==> config.mk <==
export PLATFORM = sky130hd
export DESIGN_NAME = smbus_master_pec_sequencer
export DESIGN_NICKNAME = d
export VERILOG_FILES = /design/src/hdl/smpec_pkg.sv /design/src/hdl/smbus_master_pec_sequencer.sv
export VERILOG_INCLUDE_DIRS = /design/src /design/src/hdl
export SDC_FILE = /design/constraint.sdc
export NUM_CORES = 1
export LEC_CHECK = 0
export BUFFER_PORTS_ARGS = -buffer_cell sky130_fd_sc_hd__clkbuf_2
export CAP_MARGIN = 5
export CORE_ASPECT_RATIO = 0.5
export CORE_MARGIN = 2
export CORE_UTILIZATION = 49
export DETAILED_ROUTE_END_ITERATION = 10
export PLACE_DENSITY = 0.67
export SYNTH_ARGS = -nofsm -noshare
export SYNTH_HDL_FRONTEND = slang
export SYNTH_SLANG_ARGS = --single-unit
export TNS_END_PERCENT = 30
==> constraint.sdc <==
create_clock -name clk -period 9 [get_ports clk]
set_input_delay 0.9 -clock clk [delete_from_list [all_inputs] [get_ports clk]]
set_output_delay 0.9 -clock clk [all_outputs]
set_load 0.05 [all_outputs]
==> src/hdl/smbus_master_pec_sequencer_macros.svh <==
// ---------------------------------------------------------------------------
// SMBus master PEC sequencer assertion macros
// Shared concurrent assertion shorthands, clocked on clk, off during rst.
// ---------------------------------------------------------------------------
`ifndef SMBUS_MASTER_PEC_SEQUENCER_MACROS_SVH
`define SMBUS_MASTER_PEC_SEQUENCER_MACROS_SVH

// same-cycle implication
`define SMPEC_ASSERT_NOW(lbl, ante, cons, msg) \
  lbl: assert property (@(posedge clk) disable iff (rst) (ante) |-> (cons)) \
    else $error(msg);

// next-cycle implication
`define SMPEC_ASSERT_NEXT(lbl, ante, cons, msg) \
  lbl: assert property (@(posedge clk) disable iff (rst) (ante) |=> (cons)) \
    else $error(msg);

`endif

==> src/hdl/smpec_pkg.sv <==
// ---------------------------------------------------------------------------
// smpec_pkg
// Types, codes and the CRC-8 byte update of the SMBus master PEC sequencer.
// ---------------------------------------------------------------------------
`default_nettype none

package smpec_pkg;

  localparam int COUNT_W      = 8;
  localparam int TIMEOUT_W    = 14;
  localparam logic [TIMEOUT_W-1:0] TIMEOUT_RESET = 14'd10000;
  localparam logic [7:0] CRC_POLY = 8'h07;

  localparam int FIFO_DEPTH = 4;
  localparam int PTR_W      = $clog2(FIFO_DEPTH);

  typedef enum logic [1:0] {
    FN_BEGIN_WR = 2'd0,
    FN_BEGIN_RD = 2'd1,
    FN_SUPPLY   = 2'd2,
    FN_TICK     = 2'd3
  } func_t;

  typedef enum logic [2:0] {
    EV_NONE  = 3'd0,
    EV_START = 3'd1,
    EV_TXSEL = 3'd2,
    EV_RXSEL = 3'd3,
    EV_SENT  = 3'd4,
    EV_RECV  = 3'd5
  } event_t;

  typedef enum logic [3:0] {
    ACT_NONE    = 4'd0,
    ACT_START   = 4'd1,
    ACT_ADDR_WR = 4'd2,
    ACT_ADDR_RD = 4'd3,
    ACT_SEND    = 4'd4,
    ACT_STOP    = 4'd5,
    ACT_NEED    = 4'd6,
    ACT_READ    = 4'd7,
    ACT_OK      = 4'd8,
    ACT_TIMEOUT = 4'd9,
    ACT_PEC_ERR = 4'd10
  } action_t;

  typedef enum logic [3:0] {
    PH_IDLE   = 4'd0,
    PH_START1 = 4'd1,
    PH_ADDRW  = 4'd2,
    PH_REG    = 4'd3,
    PH_NEED   = 4'd4,
    PH_DATA   = 4'd5,
    PH_PEC    = 4'd6,
    PH_START2 = 4'd7,
    PH_ADDRR  = 4'd8,
    PH_RDATA  = 4'd9,
    PH_RPEC   = 4'd10
  } phase_t;

  typedef struct packed {
    action_t    act;
    logic [7:0] data;
    logic [6:0] addr;
    logic       last;
  } result_t;

  localparam result_t RESULT_NONE = '{act: ACT_NONE, data: 8'd0, addr: 7'd0, last: 1'b0};

  // CRC-8, polynomial x^8+x^2+x+1, one byte
  function automatic logic [7:0] crc8_byte(input logic [7:0] crc, input logic [7:0] b);
    logic [7:0] c;
    c = crc ^ b;
    for (int i = 0; i < 8; i++) begin
      c = {c[6:0], 1'b0} ^ (c[7] ? CRC_POLY : 8'h00);
    end
    return c;
  endfunction

endpackage

`default_nettype wire

==> src/hdl/smbus_master_pec_sequencer.sv <==
// ---------------------------------------------------------------------------
// smbus_master_pec_sequencer
// SMBus register write/read sequencer with CRC-8 packet error code.
// ---------------------------------------------------------------------------
// Each input word (begin, supply byte or bus tick) is captured in an input
// register and handled by the phase logic and the CRC-8 byte update, which
// pushes zero, one or two result words into a four-entry output queue. An
// item is taken every cycle as long as the queue holds two words or fewer;
// the queue drains one result word per cycle while out_ready is high, so the
// sustained rate is one item per cycle for items that give at most one
// result, and the queue read port sets the rate when results pile up. A
// result reaches the output through the input register and the output queue.
`default_nettype none

module smbus_master_pec_sequencer (
  input  wire logic                          clk,
  input  wire logic                          rst,
  // configuration
  input  wire logic                          cfg_wr_en,
  input  wire logic [smpec_pkg::TIMEOUT_W-1:0] cfg_wr_data,
  // input words
  input  wire logic                          in_valid,
  output logic                               in_ready,
  input  wire logic [1:0]                    func,
  input  wire logic [6:0]                    device_addr,
  input  wire logic [7:0]                    reg_addr,
  input  wire logic [7:0]                    byte_count,
  input  wire logic [7:0]                    data_byte,
  input  wire logic [2:0]                    bus_event,
  // result words
  output logic                               out_valid,
  input  wire logic                          out_ready,
  output logic [3:0]                         action,
  output logic [7:0]                         out_byte,
  output logic [6:0]                         out_addr,
  output logic                               last
);
  import smpec_pkg::*;

  // configuration
  logic [TIMEOUT_W-1:0] timeout_limit;

  // input register
  logic       stage_valid;
  func_t      s_func;
  logic [6:0] s_dev;
  logic [7:0] s_reg;
  logic [7:0] s_cnt;
  logic [7:0] s_data;
  logic [2:0] s_event;
  logic       stage_fire;

  // sequencer state
  phase_t               phase, phase_next;
  logic [7:0]           running_check, running_check_next;
  logic [COUNT_W-1:0]   bytes_left, bytes_left_next;
  logic [TIMEOUT_W-1:0] wait_count, wait_count_next;
  logic [6:0]           held_device, held_device_next;
  logic [7:0]           held_register, held_register_next;
  logic                 is_read, is_read_next;

  // output queue
  result_t          fifo_mem [FIFO_DEPTH];
  logic [PTR_W-1:0] wr_ptr, rd_ptr;
  logic [PTR_W:0]   fifo_count;
  logic             pop;

  event_t             want_ev;
  logic               timed, hit, expired;
  logic [COUNT_W-1:0] left_dec;
  result_t            res0, res1;
  logic [1:0]         n_res;

  assign stage_fire = stage_valid && (fifo_count <= (PTR_W+1)'(FIFO_DEPTH - 2));
  assign in_ready   = !stage_valid || stage_fire;
  assign pop        = out_valid && out_ready;

  always_ff @(posedge clk) begin
    if (rst) begin
      timeout_limit <= TIMEOUT_RESET;
    end else if (cfg_wr_en) begin
      timeout_limit <= cfg_wr_data;
    end
  end

  always_ff @(posedge clk) begin
    if (rst) begin
      stage_valid <= 1'b0;
    end else if (in_ready) begin
      stage_valid <= in_valid;
    end
  end

  always_ff @(posedge clk) begin
    if (in_valid && in_ready) begin
      s_func  <= func_t'(func);
      s_dev   <= device_addr;
      s_reg   <= reg_addr;
      s_cnt   <= byte_count;
      s_data  <= data_byte;
      s_event <= bus_event;
    end
  end

  // awaited bus event for each phase
  always_comb begin
    case (phase)
      PH_START1, PH_START2:     want_ev = EV_START;
      PH_ADDRW:                 want_ev = EV_TXSEL;
      PH_ADDRR:                 want_ev = EV_RXSEL;
      PH_REG, PH_DATA, PH_PEC:  want_ev = EV_SENT;
      PH_RDATA, PH_RPEC:        want_ev = EV_RECV;
      default:                  want_ev = EV_NONE;
    endcase
  end

  assign timed    = (s_func == FN_TICK) && (want_ev != EV_NONE);
  assign hit      = timed && (s_event == want_ev);
  assign expired  = ({1'b0, wait_count} + (TIMEOUT_W+1)'(1)) >= {1'b0, timeout_limit};
  assign left_dec = bytes_left - COUNT_W'(1);

  // next state
  always_comb begin
    phase_next         = phase;
    running_check_next = running_check;
    bytes_left_next    = bytes_left;
    wait_count_next    = wait_count;
    held_device_next   = held_device;
    held_register_next = held_register;
    is_read_next       = is_read;
    case (s_func)
      FN_BEGIN_WR, FN_BEGIN_RD: begin
        if (phase == PH_IDLE) begin
          held_device_next   = s_dev;
          held_register_next = s_reg;
          bytes_left_next    = s_cnt[COUNT_W-1:0];
          is_read_next       = (s_func == FN_BEGIN_RD);
          running_check_next = 8'd0;
          wait_count_next    = '0;
          phase_next         = PH_START1;
        end
      end
      FN_SUPPLY: begin
        if (phase == PH_NEED) begin
          running_check_next = crc8_byte(running_check, s_data);
          bytes_left_next    = left_dec;
          wait_count_next    = '0;
          phase_next         = PH_DATA;
        end
      end
      default: begin
        if (timed && !hit) begin
          if (expired) begin
            wait_count_next = '0;
            phase_next      = PH_IDLE;
          end else begin
            wait_count_next = wait_count + TIMEOUT_W'(1);
          end
        end else if (hit) begin
          wait_count_next = '0;
          case (phase)
            PH_START1: phase_next = PH_ADDRW;
            PH_ADDRW:  phase_next = PH_REG;
            PH_REG: begin
              running_check_next = crc8_byte(8'd0, held_register);
              if (is_read) begin
                phase_next = PH_START2;
              end else begin
                phase_next = (bytes_left != '0) ? PH_NEED : PH_PEC;
              end
            end
            PH_DATA:   phase_next = (bytes_left != '0) ? PH_NEED : PH_PEC;
            PH_PEC:    phase_next = PH_IDLE;
            PH_START2: phase_next = PH_ADDRR;
            PH_ADDRR:  phase_next = (bytes_left != '0) ? PH_RDATA : PH_RPEC;
            PH_RDATA: begin
              running_check_next = crc8_byte(running_check, s_data);
              bytes_left_next    = left_dec;
              if (left_dec == '0) begin
                phase_next = PH_RPEC;
              end
            end
            PH_RPEC:   phase_next = PH_IDLE;
            default:   phase_next = phase;
          endcase
        end
      end
    endcase
  end

  // result words
  always_comb begin
    res0  = RESULT_NONE;
    res1  = RESULT_NONE;
    n_res = 2'd0;
    case (s_func)
      FN_BEGIN_WR, FN_BEGIN_RD: begin
        if (phase == PH_IDLE) begin
          res0.act = ACT_START;
          n_res    = 2'd1;
        end
      end
      FN_SUPPLY: begin
        if (phase == PH_NEED) begin
          res0.act  = ACT_SEND;
          res0.data = s_data;
          n_res     = 2'd1;
        end
      end
      default: begin
        if (timed && !hit) begin
          if (expired) begin
            res0.act = ACT_TIMEOUT;
            n_res    = 2'd1;
          end
        end else if (hit) begin
          n_res = 2'd1;
          case (phase)
            PH_START1: begin
              res0.act  = ACT_ADDR_WR;
              res0.addr = held_device;
            end
            PH_ADDRW: begin
              res0.act  = ACT_SEND;
              res0.data = held_register;
            end
            PH_REG, PH_DATA: begin
              if (phase == PH_REG && is_read) begin
                res0.act = ACT_START;
              end else if (bytes_left != '0) begin
                res0.act = ACT_NEED;
              end else begin
                // PEC goes out with the CRC as updated this cycle
                res0.act  = ACT_SEND;
                res0.data = running_check_next;
              end
            end
            PH_PEC: begin
              res0.act = ACT_STOP;
              res1.act = ACT_OK;
              n_res    = 2'd2;
            end
            PH_START2: begin
              res0.act  = ACT_ADDR_RD;
              res0.addr = held_device;
            end
            PH_ADDRR: n_res = 2'd0;
            PH_RDATA: begin
              res0.act  = ACT_READ;
              res0.data = s_data;
            end
            PH_RPEC: begin
              res0.act = ACT_STOP;
              res1.act = (s_data == running_check) ? ACT_OK : ACT_PEC_ERR;
              n_res    = 2'd2;
            end
            default: n_res = 2'd0;
          endcase
        end
      end
    endcase
    res0.last = (n_res == 2'd1);
    res1.last = 1'b1;
  end

  always_ff @(posedge clk) begin
    if (rst) begin
      phase         <= PH_IDLE;
      running_check <= 8'd0;
      bytes_left    <= '0;
      wait_count    <= '0;
      held_device   <= 7'd0;
      held_register <= 8'd0;
      is_read       <= 1'b0;
    end else if (stage_fire) begin
      phase         <= phase_next;
      running_check <= running_check_next;
      bytes_left    <= bytes_left_next;
      wait_count    <= wait_count_next;
      held_device   <= held_device_next;
      held_register <= held_register_next;
      is_read       <= is_read_next;
    end
  end

  // output queue: up to two pushes, one pop per cycle
  always_ff @(posedge clk) begin
    if (stage_fire && (n_res != 2'd0)) begin
      fifo_mem[wr_ptr] <= res0;
    end
    if (stage_fire && (n_res == 2'd2)) begin
      fifo_mem[wr_ptr + PTR_W'(1)] <= res1;
    end
  end

  always_ff @(posedge clk) begin
    if (rst) begin
      wr_ptr     <= '0;
      rd_ptr     <= '0;
      fifo_count <= '0;
    end else begin
      wr_ptr     <= wr_ptr + (stage_fire ? PTR_W'(n_res) : PTR_W'(0));
      rd_ptr     <= rd_ptr + (pop ? PTR_W'(1) : PTR_W'(0));
      fifo_count <= fifo_count + (stage_fire ? (PTR_W+1)'(n_res) : (PTR_W+1)'(0))
                    - (pop ? (PTR_W+1)'(1) : (PTR_W+1)'(0));
    end
  end

  assign out_valid = (fifo_count != '0);
  assign action    = fifo_mem[rd_ptr].act;
  assign out_byte  = fifo_mem[rd_ptr].data;
  assign out_addr  = fifo_mem[rd_ptr].addr;
  assign last      = fifo_mem[rd_ptr].last;

`include "smbus_master_pec_sequencer_macros.svh"

  `SMPEC_ASSERT_NOW(a_fifo_bound, 1'b1, fifo_count <= (PTR_W+1)'(FIFO_DEPTH), "output queue overfilled")
  `SMPEC_ASSERT_NOW(a_pair_last, stage_fire && (n_res == 2'd2), !res0.last && res1.last, "last flag wrong on a result pair")
  `SMPEC_ASSERT_NEXT(a_push_visible, stage_fire && (n_res != 2'd0), out_valid, "pushed result not presented")
  `SMPEC_ASSERT_NOW(a_no_drop, stage_valid && !stage_fire, !in_ready, "input word taken while the stage is stalled")

endmodule

`default_nettype wire
[Word-level counts from Yosys, hierarchy flattened]
Memory sizes are Yosys's and may differ from the RTL's. A register that Yosys moved wholly into a read port is not among the register bits.
Cells that the tools add are included.
Operators by class
  order comparisons: 2
  reduce and logical (&&, ||, !) cells: 33
  add/subtract/negate cells: 8
  mux-type cells: 84
  equal/unequal tests: 22
  bitwise operators: 17
Operators with widths (count)
  8-bit by 3-bit XOR with 8-bit output: 16
  8-bit 2-to-1 mux: 11
  14-bit 2-to-1 mux: 5
  8-bit one-hot mux with 2 select lines: 4
  4-bit 2-to-1 mux: 13
  3-bit 2-to-1 mux: 17
  4-bit one-hot mux with 8 select lines: 1
  14-bit one-hot mux with 2 select lines: 1
  4-bit one-hot mux with 2 select lines: 3
  8-bit one-hot mux with 3 select lines: 1
  2-bit 2-to-1 mux: 10
  19-bit 2-to-1 mux: 1
  3-bit one-hot mux with 6 select lines: 1
  4-bit by 3-bit equality test with 1-bit output, second input constant: 4
  14-bit by 1-bit adder with 15-bit output, second input constant: 1
  15-bit by 14-bit greater-or-equal comparator with 1-bit output: 1
  15-bit 2-to-1 mux: 1
  14-bit by 1-bit adder with 14-bit output, second input constant: 1
  7-bit 2-to-1 mux: 2
  4-bit equality test, second input constant: 3
  3-bit nonzero test: 4
  11-bit 2-to-1 mux: 1
  11-bit nonzero test: 1
  1-bit 2-to-1 mux: 10
  other kinds (35): 53
Word-level totals
  register bits: 108
  input port bits: 55
  memory bits (writable): 80
  bits in read-only memories: 48
  memories: 2
Memories
  fifo_mem: words 4, width 20, read ports 1, clocked after memory_dff 1, write ports 2, line smbus_master_pec_sequencer.sv:63  | result_t fifo_mem [FIFO_DEPTH];
  (no name shown): words 16, width 3, read ports 1, clocked after memory_dff 1, write ports 0, line smbus_master_pec_sequencer.sv:107  | case (phase)

[Longest topological paths before layout]
  depth in word-level cells: 27
  depth in mapped cells: 21
  gate-level depth less buffers: 21

[Worst setup path after synthesis]
OpenSTA, ideal clock, no wires.
  path kind: register -> register
  start: register wait_count[0]
  end: register fifo_count[2]
  slack: 5.237 ns
  data required time: 8.872 ns
  library setup time: 0.128 ns
  cell stages (with the launch flop): 20
  arrival time: 3.635 ns
  cell sequence: dfxtp_1 ha_1 nand4_1 nor2_1 nand4_1 xnor2_1 ha_1 nand3_1 a21oi_1 o21ai_0 o211ai_1 nand2_1 a41oi_1 inv_1 ha_1 inv_1 ha_1 fa_1 xnor2_1 nor2_1
On the way
  cells in the longest elaborated chain, start to end: 8
Ends and longest elaborated chain
  start, declared: line smbus_master_pec_sequencer.sv:57  | logic [TIMEOUT_W-1:0] wait_count, wait_count_next;
  start signal, assigned: line smbus_master_pec_sequencer.sv:279  | wait_count <= wait_count_next;
  14-bit by 1-bit adder with 15-bit output: line smbus_master_pec_sequencer.sv:119  | assign expired = ({1'b0, wait_count} + (TIMEOUT_W+1)'(1)) >= {1'b0, timeout_limit};
  15-bit by 14-bit greater-or-equal comparator with 1-bit output: line smbus_master_pec_sequencer.sv:119
  1-bit 2-to-1 mux: line smbus_master_pec_sequencer.sv:212  | if (expired) begin
  2-bit 2-to-1 mux: line smbus_master_pec_sequencer.sv:211  | if (timed && !hit) begin
  2-bit one-hot mux with 2 select lines: line smbus_master_pec_sequencer.sv:196  | case (s_func)
  2-bit 2-to-1 mux: line smbus_master_pec_sequencer.sv:304  | fifo_count <= fifo_count + (stage_fire ? (PTR_W+1)'(n_res) : (PTR_W+1)'(0))
  3-bit by 2-bit adder with 3-bit output: line smbus_master_pec_sequencer.sv:304
  3-bit by 1-bit subtractor with 3-bit output: line smbus_master_pec_sequencer.sv:305  | - (pop ? (PTR_W+1)'(1) : (PTR_W+1)'(0));
  end signal, assigned: line smbus_master_pec_sequencer.sv:304
  end, declared: line smbus_master_pec_sequencer.sv:65  | logic [PTR_W:0] fifo_count;
No other way between the ends.
A chain may end at the register's enable or synchronous reset.

[Worst setup path after layout]
Ends and elaborated chain as after synthesis.

==> summary.md <==
| Metric | Value |
|---|---|
| Fillers | 1721 |
| WP data required | 9.31 ns |
| Largest family of logic cells by synthesized area | simple AND/OR/NAND/NOR gates |
| Dpl hpwl | 15900 microns |
| Area of the multi-input gates | 0.00493 sq mm |
| Most flops, register | fifo_mem |
| Rows | 36 |
| Largest net degree at the start of global routing | 73 |
| Netlist cell types | 70 |
| Area growth, synth to finish | 12.0% |
| Unrepaired setup endpoints after global routing | no |
| Most Crowded Layer GR | met2 |
| CP Max Fanout | 8 |
| CTS sink cnt | 191 |
| Crit path arrival time | 4.77 ns |
| Cts hold-fix bufs | 0 |
| Min Tclk post-route | 4.46 ns |
| Relative slew slack | 25.4% |
| Clock power share | 35.2% |
| Mapped Cells | 991 |
| Post-synthesis simple-gate area fraction | 15.1% |
| Switching share of total power | 30.5% |
| Part of the power in registers | 44.5% |
| Pwr dens | 205 mW/mm^2 |
| Worst Tran Pin Value | 1.12 ns |
| Synth Area in Compound Gates | 13.5% |
| Commonest cells in the netlist | nand2_1 (155), dfxtp_1 (147), mux2i_1 (79) |
| GR Util All Layers | 22.9% |
| Grt ovf | 0 |
| Vias in the first global route | 7309 |
| Drt drc | 0 |
| Top FF cell, synth | dfxtp_1 |
| Synth top area cells | dfxtp_1 (31%), edfxtp_1 (14%), mux2i_1 (8.3%) |
| Final net count | 1126 |
| Final setup viols | 0 |
| CTS tree | built |
| CORE AREA | 0.0193 sq mm |
| Pint | 0.00153 W |
| DRT Pass-1 Iters | 7 |
| Port-buffer cells | 76 |
| Proportion of layout cells with a drive suffix above 1 | 14.5% |
| Max Transition Viols Final | 0 |
| Final Cycle Share | 49.6% |
| Static leakage | 4.48 nW |
| Routing usage on met1 | 29.9% |
| Max Freq | 224 MHz |
| Class of the worst hold path | flop to flop |
| Yosys warning count | 0 |
| Htree depth | 4 |
| Syn Area/Cell | 9.66 sq um |
| Via Count | 7522 |
| Gates resized, CTS repair | 0 |
| Clk Latency, worst-skew pair | 0.44 ns |
| Mapped Nets | 1077 |
| I/O Pins | 77 |
| Ys async rst share | 0% |
| First-pass GRT wire length | 37100 microns |
| Final ANT Viol Nets | 0 |
| Reg area | 0.00426 sq mm |
| Vias per std cell | 5.70 |
| Setup TNS | 0 ns |
| Gpl congestion | 0.918 |
| Initial antenna violation count | 0 |
| Final hold violations | 0 |
| Die width | 202 microns |
| Most common cell in the netlist | nand2_1 |
| N_diodes | 0 |
| Wire per inst | 17.4 microns |
| Max FFs per register | 80 |
| DP Cell Count | 1286 |
| Register area share after synthesis | 44.5% |
| Mapped cell area | 0.00958 sq mm |
| Die area | 0.0207 sq mm |
| Combinational power share | 20.3% |
| Synth Area in Adders | 4.13% |
| Crit Path Category | flop to flop |
| Yosys reg bits | 191 |
| P_sw | 0.000670 W |
| Crit. End Element | flop |
| Total Wirelength | 22900 microns |
| Multiplexer area fraction after synthesis | 13.1% |
| Crit start category | flop |
| Die height | 103 microns |
| Post-CTS setup buffers | 0 |
| Cell taking the most area after synthesis | dfxtp_1 |
| Starting Density | 49.6% |
| Post-Synth XOR/XNOR Area | 5.62% |
| Post-synth EDFFs | 44 |
| Clk_skew | 0.00736 ns |
| Largest registers | fifo_mem (80), timeout_limit (14), wait_count (14) |
| Clock transition at the registers of the reported paths | 0.07 ns |
| GR Util met3 | 5.28% |
| Fin cells | 1319 |
| Grt met2 use | 38.6% |
| Root buf cell | clkbuf_16 |
| MaxCap Viol Count | 0 |
| Total CTS buffers | 17 |
| Maximum vdd drop | 0.000135 V |
| Post-synth top area share | 30.7% |
| 1st-iter DRT viols | 584 |
| Clock Path Buffers | 2 |
| Status | completed |
[metal layers]
layer | wire length, microns | up-vias
met1 | 10700 | 3654
met5 | 0 | -
met4 | 352 | 0
li1 | - | 3641
met3 | 1200 | 32
met2 | 10600 | 195
[worst max-delay path, stage by stage, from the launching register on]
cell and delay, ns:
dfxtp_1 0.40, ha_1 0.27, nand4_1 0.18, nor2_1 0.26
nand4_1 0.20, xnor2_1 0.17, ha_1 0.29, nand3_1 0.08
a21oi_1 0.11, o21ai_0 0.09, o211ai_1 0.43, nand2_1 0.33
a41oi_1 0.33, inv_1 0.08, ha_1 0.28, inv_1 0.04
ha_1 0.18, fa_1 0.38, xnor2_1 0.17, nor2_1 0.05
[cell usage in the layout (no fill, tap or decap), types with 8 or more instances in the layout]
cell       instances
o21ai_0           31
nand2_1          155
edfxtp_1          44
buf_4              8
o211ai_1          10
clkbuf_2          76
a211oi_1          11
nor2b_1            9
a22oi_1           13
inv_1             38
xnor2_1           40
nand3_1           21
nor3_1            11
ha_1              30
dfxtp_1          147
mux2i_1           79
mux4_2            20
a21oi_1           60
or3_1             13
o22ai_1           11
xor2_1            17
clkbuf_16         17
nor2_1            72
[power by group through the flow]
| stage | combinational (W) | clock, W | sequential (W) |
|---|---|---|---|
| 2_1_floorplan | 0.000354 | 0 | 0.000978 |
| 3_3_place_gp | 0.000436 | 0 | 0.000994 |
| 3_5_place_dp | 0.000443 | 0 | 0.000996 |
| 4_1_cts | 0.000446 | 0.000788 | 0.000976 |
| 5_1_grt | 0.000492 | 0.000823 | 0.000984 |
| 6_report | 0.000445 | 0.000774 | 0.000977 |
[path summary, 6_finish.rpt]
kind / start / endpoint / slack, ns / depth (start not counted)
setup reg to reg: wait_count[0] / fifo_count[2] / 4.54 / 19
hold / removal: fifo_mem[3][3] / fifo_mem[3][3] / 0.46 / 2
setup / recovery: wait_count[0] / fifo_count[2] / 4.54 / 19
hold reg to reg: fifo_mem[3][3] / fifo_mem[3][3] / 0.46 / 2
[cell families after synthesis]
logic type	after synthesis
AND/OR/NAND/NOR	320
AO/OA/AOI/OAI	196
multiplexers	100
XOR/XNOR	59
adder cells (fa/ha/maj)	31
buffers and inverters	94
flip-flops	191
[per-stage QoR]
| stage | setup WS [ns] | util [%] | hold WS [ns] | total power, W | cell area [sq um] |
|---|---|---|---|---|---|
| 3_5_place_dp | 4.56 | 52.3 | 0.451 | 0.00144 | 10100 |
| 5_1_grt | 4.05 | 55.5 | 0.484 | 0.00230 | 10700 |
| 3_3_place_gp | 4.74 | 52.3 | 0.442 | 0.00143 | 10100 |
| 4_1_cts | 4.55 | 55.4 | 0.462 | 0.00221 | 10700 |
| 6_report | 4.54 | 55.5 | 0.459 | 0.00220 | 10700 |
| 2_1_floorplan | 5.24 | - | 0.429 | 0.00133 | 9580 |
[area by class of cell]
cell class | instances | share of cell area, %
multi-input combinational | 706 | 46.0
sequential | 191 | 39.8
timing repair buffer | 85 | 4.18
clock buffer | 17 | 3.97
tap | 266 | 3.10
clock inverter | 15 | 1.66
inverter | 39 | 1.37
Power figures use the tool's default switching activity.
